--- src/sv/poly_voice_allocator_arpeggiator_top_assert.svh ---
// Assertion macros for the voice allocator top level.
`ifndef POLY_VOICE_ALLOCATOR_ARPEGGIATOR_TOP_ASSERT_SVH
`define POLY_VOICE_ALLOCATOR_ARPEGGIATOR_TOP_ASSERT_SVH

// Same-cycle implication, checked outside reset.
`define PVA_CHK_NOW(lbl, ante, cons, msg) \
    lbl: assert property (@(posedge i_clk) disable iff (!i_rst_n) (ante) |-> (cons)) \
        else $error(msg);

// Next-cycle implication, checked outside reset.
`define PVA_CHK_NEXT(lbl, ante, cons, msg) \
    lbl: assert property (@(posedge i_clk) disable iff (!i_rst_n) (ante) |=> (cons)) \
        else $error(msg);

`endif

--- src/sv/pva_pkg.sv ---
// Shared types and constants of the voice allocator.
`default_nettype none
package pva_pkg;

    localparam int VOICES  = 8;
    localparam int NOTES   = 128;
    localparam int NOTE_AW = (NOTES > 1) ? $clog2(NOTES) : 1;

    localparam logic [1:0] OP_NOTE_ON  = 2'd0;
    localparam logic [1:0] OP_NOTE_OFF = 2'd1;
    localparam logic [1:0] OP_TICK     = 2'd2;

    localparam logic [2:0] EV_NONE   = 3'd0;
    localparam logic [2:0] EV_START  = 3'd1;
    localparam logic [2:0] EV_STOP   = 3'd2;
    localparam logic [2:0] EV_RETUNE = 3'd3;
    localparam logic [2:0] EV_NOFREE = 3'd4;

    localparam logic [3:0] STEP_ROOT  = 4'd1;
    localparam logic [3:0] STEP_FIFTH = 4'd5;
    localparam logic [3:0] STEP_SIXTH = 4'd8;

    typedef struct packed {
        logic [1:0] opcode;
        logic [6:0] note;
    } t_in_word;

    typedef struct packed {
        logic [2:0] event_res;
        logic [2:0] voice;
        logic [7:0] pitch;
    } t_out_word;

    typedef enum logic {
        ST_IDLE,
        ST_EXEC
    } t_state;

    typedef struct packed {
        logic load;
        logic exec;
    } t_ctrl;

endpackage
`default_nettype wire

--- src/sv/pva_ram.sv ---
// Generic single-write, single-read RAM with registered read data.
`default_nettype none
module pva_ram #(
    parameter int WIDTH = 8,
    parameter int DEPTH = 16
) (
    input  wire logic                                      i_clk,
    input  wire logic                                      i_we,
    input  wire logic [((DEPTH > 1) ? $clog2(DEPTH) : 1)-1:0] i_waddr,
    input  wire logic [WIDTH-1:0]                          i_wdata,
    input  wire logic [((DEPTH > 1) ? $clog2(DEPTH) : 1)-1:0] i_raddr,
    output logic      [WIDTH-1:0]                          o_rdata
);

    logic [WIDTH-1:0] r_mem [DEPTH];

    always_ff @(posedge i_clk) begin
        if (i_we) begin
            r_mem[i_waddr] <= i_wdata;
        end
        o_rdata <= r_mem[i_raddr];
    end

endmodule
`default_nettype wire

--- src/sv/pva_ctrl.sv ---
// Controller: load cycle reads the map, exec cycle applies the word.
`default_nettype none
module pva_ctrl (
    input  wire logic      i_clk,
    input  wire logic      i_rst_n,
    input  wire logic      start,
    output logic           busy,
    output pva_pkg::t_ctrl o_cmd
);

    pva_pkg::t_state r_state;
    pva_pkg::t_state n_state;

    always_ff @(posedge i_clk) begin
        if (!i_rst_n) begin
            r_state <= pva_pkg::ST_IDLE;
        end else begin
            r_state <= n_state;
        end
    end

    always_comb begin
        n_state    = r_state;
        o_cmd.load = 1'b0;
        o_cmd.exec = 1'b0;
        busy       = 1'b0;
        unique case (r_state)
            pva_pkg::ST_IDLE: begin
                if (start) begin
                    o_cmd.load = 1'b1;
                    n_state    = pva_pkg::ST_EXEC;
                end
            end
            pva_pkg::ST_EXEC: begin
                busy       = 1'b1;
                o_cmd.exec = 1'b1;
                n_state    = pva_pkg::ST_IDLE;
            end
            default: begin
                n_state = pva_pkg::ST_IDLE;
            end
        endcase
    end

endmodule
`default_nettype wire

--- src/sv/pva_dp.sv ---
// Datapath: note map, voice busy bits, arpeggio state and result register.
`default_nettype none
module pva_dp (
    input  wire logic              i_clk,
    input  wire logic              i_rst_n,
    input  wire pva_pkg::t_ctrl    i_cmd,
    input  wire pva_pkg::t_in_word i_in,
    input  wire logic              i_cfg_we,
    input  wire logic              i_cfg_data,
    output logic                   o_res_strobe,
    output pva_pkg::t_out_word     o_res
);

    localparam int AW = pva_pkg::NOTE_AW;

    logic [1:0]                 r_op;
    logic [6:0]                 r_note;
    logic [pva_pkg::NOTES-1:0]  r_valid;
    logic [pva_pkg::NOTES-1:0]  n_valid;
    logic [pva_pkg::VOICES-1:0] r_busy;
    logic [pva_pkg::VOICES-1:0] n_busy;
    logic [6:0]                 r_root;
    logic [6:0]                 n_root;
    logic [3:0]                 r_step;
    logic [3:0]                 n_step;
    logic                       r_arp_en;
    pva_pkg::t_out_word         n_res;

    logic [2:0] map_rdata;
    logic       map_we;
    logic [2:0] map_wdata;
    logic       in_range;
    logic       hit;
    logic       free_found;
    logic [2:0] free_idx;

    // voice index per note; valid bits live in r_valid
    pva_ram #(
        .WIDTH (3),
        .DEPTH (pva_pkg::NOTES)
    ) u_map (
        .i_clk   (i_clk),
        .i_we    (map_we),
        .i_waddr (r_note[AW-1:0]),
        .i_wdata (map_wdata),
        .i_raddr (i_in.note[AW-1:0]),
        .o_rdata (map_rdata)
    );

    // lowest free voice
    always_comb begin
        free_found = 1'b0;
        free_idx   = 3'd0;
        for (int i = pva_pkg::VOICES - 1; i >= 0; i--) begin
            if (!r_busy[i]) begin
                free_found = 1'b1;
                free_idx   = 3'(i);
            end
        end
    end

    assign in_range = ({1'b0, r_note} < 8'(pva_pkg::NOTES));
    assign hit      = in_range && r_valid[r_note[AW-1:0]];

    always_comb begin
        n_valid   = r_valid;
        n_busy    = r_busy;
        n_root    = r_root;
        n_step    = r_step;
        map_we    = 1'b0;
        map_wdata = free_idx;
        n_res     = '0;
        unique case (r_op)
            pva_pkg::OP_NOTE_ON: begin
                if (in_range && !hit) begin
                    n_root = r_note;
                    if (free_found) begin
                        n_busy[free_idx]          = 1'b1;
                        n_valid[r_note[AW-1:0]]   = 1'b1;
                        map_we                    = i_cmd.exec;
                        n_res.event_res           = pva_pkg::EV_START;
                        n_res.voice               = free_idx;
                    end else begin
                        n_res.event_res = pva_pkg::EV_NOFREE;
                    end
                    n_res.pitch = {1'b0, r_note};
                end
            end
            pva_pkg::OP_NOTE_OFF: begin
                if (hit) begin
                    n_busy[map_rdata]       = 1'b0;
                    n_valid[r_note[AW-1:0]] = 1'b0;
                    n_res.event_res         = pva_pkg::EV_STOP;
                    n_res.voice             = map_rdata;
                    n_res.pitch             = {1'b0, r_note};
                end
            end
            pva_pkg::OP_TICK: begin
                if (r_arp_en && r_busy[0]) begin
                    unique case (r_step)
                        pva_pkg::STEP_ROOT:  n_step = pva_pkg::STEP_FIFTH;
                        pva_pkg::STEP_FIFTH: n_step = pva_pkg::STEP_SIXTH;
                        default:             n_step = pva_pkg::STEP_ROOT;
                    endcase
                    n_res.event_res = pva_pkg::EV_RETUNE;
                    n_res.pitch     = {1'b0, r_root} + {4'b0, n_step};
                end
            end
            default: begin
                n_res = '0;
            end
        endcase
    end

    always_ff @(posedge i_clk) begin
        if (!i_rst_n) begin
            r_valid      <= '0;
            r_busy       <= '0;
            r_step       <= pva_pkg::STEP_ROOT;
            r_arp_en     <= 1'b0;
            o_res_strobe <= 1'b0;
        end else begin
            o_res_strobe <= i_cmd.exec;
            if (i_cfg_we) begin
                r_arp_en <= i_cfg_data;
            end
            if (i_cmd.exec) begin
                r_valid <= n_valid;
                r_busy  <= n_busy;
                r_step  <= n_step;
            end
        end
    end

    always_ff @(posedge i_clk) begin
        if (i_cmd.load) begin
            r_op   <= i_in.opcode;
            r_note <= i_in.note;
        end
        if (i_cmd.exec) begin
            r_root <= n_root;
            o_res  <= n_res;
        end
    end

endmodule
`default_nettype wire

--- src/sv/poly_voice_allocator_arpeggiator_top.sv ---
// A word and its map RAM read are registered in the load cycle; its result and strobe
// are registered, with write-back, in the execute cycle; no word is taken while busy.
// busy is high during the execute cycle; results cannot be stalled.
// Reset (synchronous, active low) clears all note mappings, voice busy bits,
// arp_enable, and sets the arpeggio step to 1; no clearing pass is needed.
`default_nettype none
`include "poly_voice_allocator_arpeggiator_top_assert.svh"
module poly_voice_allocator_arpeggiator_top (
    input  wire logic              i_clk,
    input  wire logic              i_rst_n,
    input  wire logic              start,
    output logic                   busy,
    input  wire pva_pkg::t_in_word i_in,
    input  wire logic              i_cfg_we,
    input  wire logic              i_cfg_data,
    output logic                   o_res_strobe,
    output pva_pkg::t_out_word     o_res
);

    pva_pkg::t_ctrl cmd;

    pva_ctrl u_ctrl (
        .i_clk   (i_clk),
        .i_rst_n (i_rst_n),
        .start   (start),
        .busy    (busy),
        .o_cmd   (cmd)
    );

    pva_dp u_dp (
        .i_clk        (i_clk),
        .i_rst_n      (i_rst_n),
        .i_cmd        (cmd),
        .i_in         (i_in),
        .i_cfg_we     (i_cfg_we),
        .i_cfg_data   (i_cfg_data),
        .o_res_strobe (o_res_strobe),
        .o_res        (o_res)
    );

    `PVA_CHK_NEXT(a_accept_busy, start && !busy, busy, "accepted word did not raise busy")
    `PVA_CHK_NOW(a_strobe_src, o_res_strobe, $past(start && !busy, 2), "result without word")
    `PVA_CHK_NOW(a_strobe_idle, o_res_strobe, !busy, "result strobe while busy")
    `PVA_CHK_NOW(a_voice_zero,
        o_res_strobe && (o_res.event_res == pva_pkg::EV_NONE ||
                         o_res.event_res == pva_pkg::EV_NOFREE),
        o_res.voice == 3'd0, "nonzero voice on no-action result")

endmodule
`default_nettype wire
--- config.mk ---
export PLATFORM = sky130hd
export DESIGN_NAME = poly_voice_allocator_arpeggiator_top
export DESIGN_NICKNAME = d
export VERILOG_FILES = /design/src/sv/pva_pkg.sv /design/src/sv/pva_ram.sv /design/src/sv/pva_ctrl.sv /design/src/sv/pva_dp.sv /design/src/sv/poly_voice_allocator_arpeggiator_top.sv
export VERILOG_INCLUDE_DIRS = /design/src /design/src/sv
export SDC_FILE = /design/constraint.sdc
export NUM_CORES = 1
export LEC_CHECK = 0
export BUFFER_PORTS_ARGS = -buffer_cell sky130_fd_sc_hd__clkbuf_2
export CAP_MARGIN = 20
export CORE_UTILIZATION = 41
export CTS_BUF_LIST = sky130_fd_sc_hd__clkbuf_2 sky130_fd_sc_hd__clkbuf_4 sky130_fd_sc_hd__clkbuf_8
export DETAILED_ROUTE_END_ITERATION = 16
export PLACE_DENSITY = 0.66
export SYNTH_ARGS = -nofsm -noshare
export SYNTH_HDL_FRONTEND = slang
export SYNTH_HIERARCHICAL = 1
export SYNTH_SLANG_ARGS = --single-unit
export TNS_END_PERCENT = 20
--- constraint.sdc ---
create_clock -name i_clk -period 9.6 [get_ports i_clk]
set_input_delay 0 -clock i_clk [delete_from_list [all_inputs] [get_ports i_clk]]
set_output_delay 0 -clock i_clk [all_outputs]
set_load 0.05 [all_outputs]
* Word level (Yosys, flattened, before mapping)
Memory sizes are Yosys's and may differ from the RTL's. A register that Yosys moved wholly into a read port is not among the register bits. Cells that the tools add are included.
Word-level totals: memories kept 1, bits in latches 0, flip-flop bits (word level) 173, memory bits (writable) 384, memory bits (read-only) 0, bits of input ports 14
Memories:
- u_dp.u_map.r_mem | depth 128, width 3, rd ports 1, clocked after Yosys merged registers in 1, wr ports 1, RTL line pva_ram.sv:15 | logic [WIDTH-1:0] r_mem [DEPTH];
Cells by class: add/sub/neg operators 1, reductions and logical operators 9, bitwise gates (word level) 8, order comparisons 6, eq/ne operators 7, multipliers 0, shift operators 0, div/mod/pow operators 0, multiplexer cells 53
Operators by type and width (count):
- $mux 128 | 3
- $pmux 128 s2 | 1
- $and 128x128->128 | 1
- $not 128->128 | 1
- $or 128x128->128 | 1
- $mux 8 | 4
- $mux 3 | 10
- $pmux 8 s3 | 1
- $mux 1 | 20
- $pmux 8 s2 | 1
- $mux 14 | 1
- $mux 13 | 1
- $pmux 3 s3 | 1
- $add 7x4->8 | 1
- $and 8x8->8 | 1
- $lt 3x4->1 const B | 2
- $lt 7x8->1 const B | 1
- $mux 4 | 2
- $not 8->8 | 1
- $or 8x8->8 | 1
- $pmux 4 s2 | 1
- $bmux 1 s7 | 1
- $demux 1 s7 | 1
- $ge 7x1->1 const B | 1
- other kinds (17) | 25

* Longest topological paths before layout
depth in word-level cells 16, gate-level depth with buffers 17, mapped depth without buffers 10

* By module
The synthesis kept the hierarchy.
By module, submodules not included:
- pva_ram | area an instance 15353.5 µm², times used 1, cells each 728
- pva_dp | area an instance 8244.2 µm², times used 1, cells each 883
- pva_ctrl | area an instance 50.0 µm², times used 1, cells each 5

* Worst setup path after synthesis
Ideal clock, no wire load.
path type register -> register, start register u_dp/r_busy[6] in the netlist's numbering, end memory u_dp.u_map.r_mem[0][0], data pin, clock period less this slack 7.235 ns, data required time 8.322 ns, slack 2.365 ns, cell stages (with the launch flop) 6, setup time 1.278 ns, data arrival time 5.957 ns, buffers on the path 0, cell sequence dfxtp_1 nor2b_1 o21ai_0 nand2_1 nand2_1 a21boi_0
Between the ends: cells in the longest elaborated chain, start to end 7
Ends and longest elaborated chain:
- start: declaration | RTL line pva_dp.sv:20 | logic [pva_pkg::VOICES-1:0] r_busy;
- start signal: assignment | RTL line pva_dp.sv:129 | r_busy <= n_busy;
- $mux 3 (7 in series) | RTL line pva_dp.sv:55 | if (!r_busy[i]) begin
- named net u_dp.free_idx[0] | RTL line pva_dp.sv:35 | logic [2:0] free_idx;
- end: declaration | RTL line pva_ram.sv:15
The timed path passes the listed nets, and every way through them passes these cells.

* Worst setup path after layout
start register u_dp.r_note[0], end memory u_dp.u_map.r_mem[104][0] (enable)
Between the ends: cells in the longest elaborated chain, start to end 6
Ends and longest elaborated chain:
- start: declaration | RTL line pva_dp.sv:17 | logic [6:0] r_note;
- start signal: assignment | RTL line pva_dp.sv:138 | r_note <= i_in.note;
- $bmux 1 s7 | RTL line pva_dp.sv:63 | assign hit = in_range && r_valid[r_note[AW-1:0]];
- $mux 1 (not written as such) | RTL line pva_dp.sv:63
- $mux 1 | RTL line pva_dp.sv:75 | if (in_range && !hit) begin
- $mux 1 | RTL line pva_dp.sv:73 | unique case (r_op)
- named net u_dp.map_we | RTL line pva_dp.sv:30 | logic map_we;
- $mux 1 | RTL line pva_ram.sv:18 | if (i_we) begin
- $mux 1 (not written as such) | RTL line pva_ram.sv:19 | r_mem[i_waddr] <= i_wdata;
The timed path passes the listed nets, and every way through them passes these cells. The select of a mux whose other input is x is not followed.

==> flow_summary.yaml <==
status:
  outcome: "finished clean"
synthesis:
  synthArstFlopShare_pct: 0
  synth_area_per_cell_um2: 14.6
  synthCells: 1616
  yosysSeqAreaShare_pct: 64.8
  syn_nets: 1634
  yosysWarnings: 6
  ys_seq_elements: 559
  syn-cell-area_um2: 23600
  yosys.cell_types.count: 47
  synth-main-ff-cell: "edfxtp_1"
  synth_edf_count: 414
clocking:
  ctsHtreeMaxLevel: 3
  ctsResizeCount: 0
  cts_root_buffer: "clkbuf_8"
  clk_path_buf_depth: 3
  cts_num_sinks: 559
  path_clk_slew_ns: 0.06
  clock_latency_ns: 0.67
  cts_buffers: 87
  cts_tree: "yes"
worst_setup_path:
  start_kind: "flop"
  ff2ff_path_depth: 12
  r2r-start: "u_dp/r_note[0]"
  crit_start: "u_dp/r_note[0]"
  endpoint_kind: "flop"
  r2r-end: "u_dp/u_map/r_mem[104][0]"
  r2r_slack_ns: 3.60
  worst_ep_arrival_time_ns: 6.31
  critPathMaxFanout: 38
  crit_end: "u_dp/u_map/r_mem[104][0]"
  worstSetupPathType: "flop to flop"
  worst-endpoint-required_ns: 9.91
cells_and_area:
  drive_gt1_share_pct: 19.5
  n_antenna_cell: 0
  final_nets: 1659
  areaGrowthSynthToFinish_pct: 11.0
  stdcell_area_um2: 26200
pwr:
  ir_drop_mv: 0.156
  swShare_pct: 22.5
  p_int_mw: 3.77
  p_total_mw: 4.86
  p_leak_nw: 8.23
  cellPowerDensity_nw_per_um2: 185
  p_sw_mw: 1.09
  seqPwrFrac_pct: 53.2
  combPwrFrac_pct: 5.0
  pwr-share-clk_pct: 41.8
job:
  cap_violations: 0
sta:
  min_period_ns: 6.00
  setup_viol: 0
  finalSetupTns_ns: 0
  rsz0062_at_grt: "false"
  max_freq_mhz: 167
  hold-worst-slack_ns: 0.0618
  slew_viol_final: 0
  worst_slew_pin_slew_ns: 1.12
  relSlewSlack_pct: 25.1
  fin_skew_ns: 0.0289
  hold_viol_final: 0
  finalCritPeriodShare_pct: 62.5
global_routing:
  grt_pass1_vias: 14957
  grt-ovfl-total: 0
  antenna_found_initial: 1
  grt_max_degree: 121
  global_route.usage.total_pct: 19.2
  grt_pass1_wl_mm: 87.4
floorplanning:
  start_util_pct: 41.7
  dieArea_um2: 58600
  core_um2: 56700
  io_pins: 30
  die_w_um: 242
  fp.dieH_um: 242
  rows: 87
drt:
  viasPerCell: 6.02
  drc: 0
  vias: 14807
  dr.pass1.iters: 5
  drt_wl_total_mm: 56.7
  antenna_left: 0
  first_iter_violations: 1469
  wl_per_cell_um: 23.1
place:
  dpl-instance-area_um2: 24400
  dpl.hpwl_mm: 32.7
  gp_congestion: 0.809
  io_buffer_count: 29
min_path:
  hold_class: "primary input to flop"
## worst max-delay path: stages (launching register included)
cell and delay, ns:
edfxtp_1 0.76, buf_4 0.66, buf_4 0.60, mux2i_1 0.26, a221oi_1 0.10, a22oi_1 0.29
mux4_2 0.30, mux2_4 0.40, nand2_1 0.20, nor2_1 0.48, nor2b_1 0.31, nand2_1 0.69
nor2_1 0.53
## synth_stat cells (all sizes together), types with 7 or more instances
cell      n  share of area, %
a221oi   16              0.59
a22oi    24              0.76
buf      43               1.3
clkbuf   87               1.4
dfxtp   145                12
edfxtp  414                53
inv      12              0.19
mux2i    65               2.8
mux4    128                12
nand2   117               1.9
nand3    39              0.83
nand4     8              0.21
nor2    156               2.5
nor2b    15              0.40
nor3     17              0.36
nor4      9              0.24
o21ai   125               2.6
o22ai     7              0.19
o311ai  124               4.6
## final cells by class
| type | count | area (um2) |
|---|---|---|
| fill | 4875 | 30500 |
| sequential | 559 | 15300 |
| clock inverter | 31 | 284 |
| clock buffer | 121 | 1460 |
| timing repair buffer | 66 | 474 |
| inverter | 12 | 45.0 |
| tap | 756 | 946 |
| multi-input combinational | 915 | 7700 |
## power by group through the flow
stage | Sequential (mW) | Clock (mW) | Combinational (mW)
after floorplan | 2.64 | 0 | 0.173
after global routing | 2.58 | 2.17 | 0.256
after global placement | 2.64 | 0 | 0.229
after detailed placement | 2.64 | 0 | 0.233
after CTS | 2.59 | 2.07 | 0.238
final | 2.59 | 2.03 | 0.241
## how the worst min path moves through the flow
stage          depth (start not counted)              to  slack, ns  startpoint
2_1_floorplan                          0  u_dp/r_note[0]        0.1     i_in[0]
3_3_place_gp                           1    u_dp/r_op[0]       0.18     i_in[7]
3_5_place_dp                           1    u_dp/r_op[1]       0.18     i_in[8]
4_1_cts                                2    u_dp/r_op[1]       0.02     i_in[8]
5_1_grt                                2    u_dp/r_op[1]       0.04     i_in[8]
6_report                               2    u_dp/r_op[1]       0.06     i_in[8]
## logic make-up (layout without fill, tap and decap cells)
kind of cell | Yosys count | count (layout) | share of synthesized area, %
buf+inv | 142 | 230 | 2.84
compound gates | 329 | 329 | 9.83
mux | 197 | 197 | 15.1
simple gates | 379 | 379 | 6.89
fa+ha+maj | 4 | 4 | 0.212
flops | 559 | 559 | 64.8
xor+xnor | 6 | 6 | 0.254
## repair_timing
item / in CTS / in global routing
hold endpoints to repair: 81 / 1
hold buffers: 10 / 1
buffers inserted: 0 / 0
## cell usage in the layout (no fill, tap or decap), drive strengths merged, types with 9 or more instances in the layout
cell         instances
nor2b               15
edfxtp             414
nor3                17
o311ai             124
o21ai              125
nand3               39
dfxtp              145
nor4                 9
clkbuf             147
clkinv              20
dlygate4sd3         11
a22oi               24
nor2               156
nand2              117
buf                 29
mux2i               65
mux4               128
inv                 16
a221oi              16
## stage by stage
stage               utilization, %  worst slack [ns]  cells
finish                        46.3              3.60   2460
global route                  46.3              3.32   2460
CTS                           46.2              3.73   2458
detailed placement            43.0              3.72   2296
global placement              43.0              3.97   2296
floorplan                        -              2.37   1616
## metal layers
metal	track usage, %	wire, um	vias up
met3	3.70	4050	131
met4	6.53	1510	2
li1	-	-	6526
met5	0	13	-
met1	25.6	23400	7521
met2	31.4	27800	627
(Power assumes the default switching activity.)
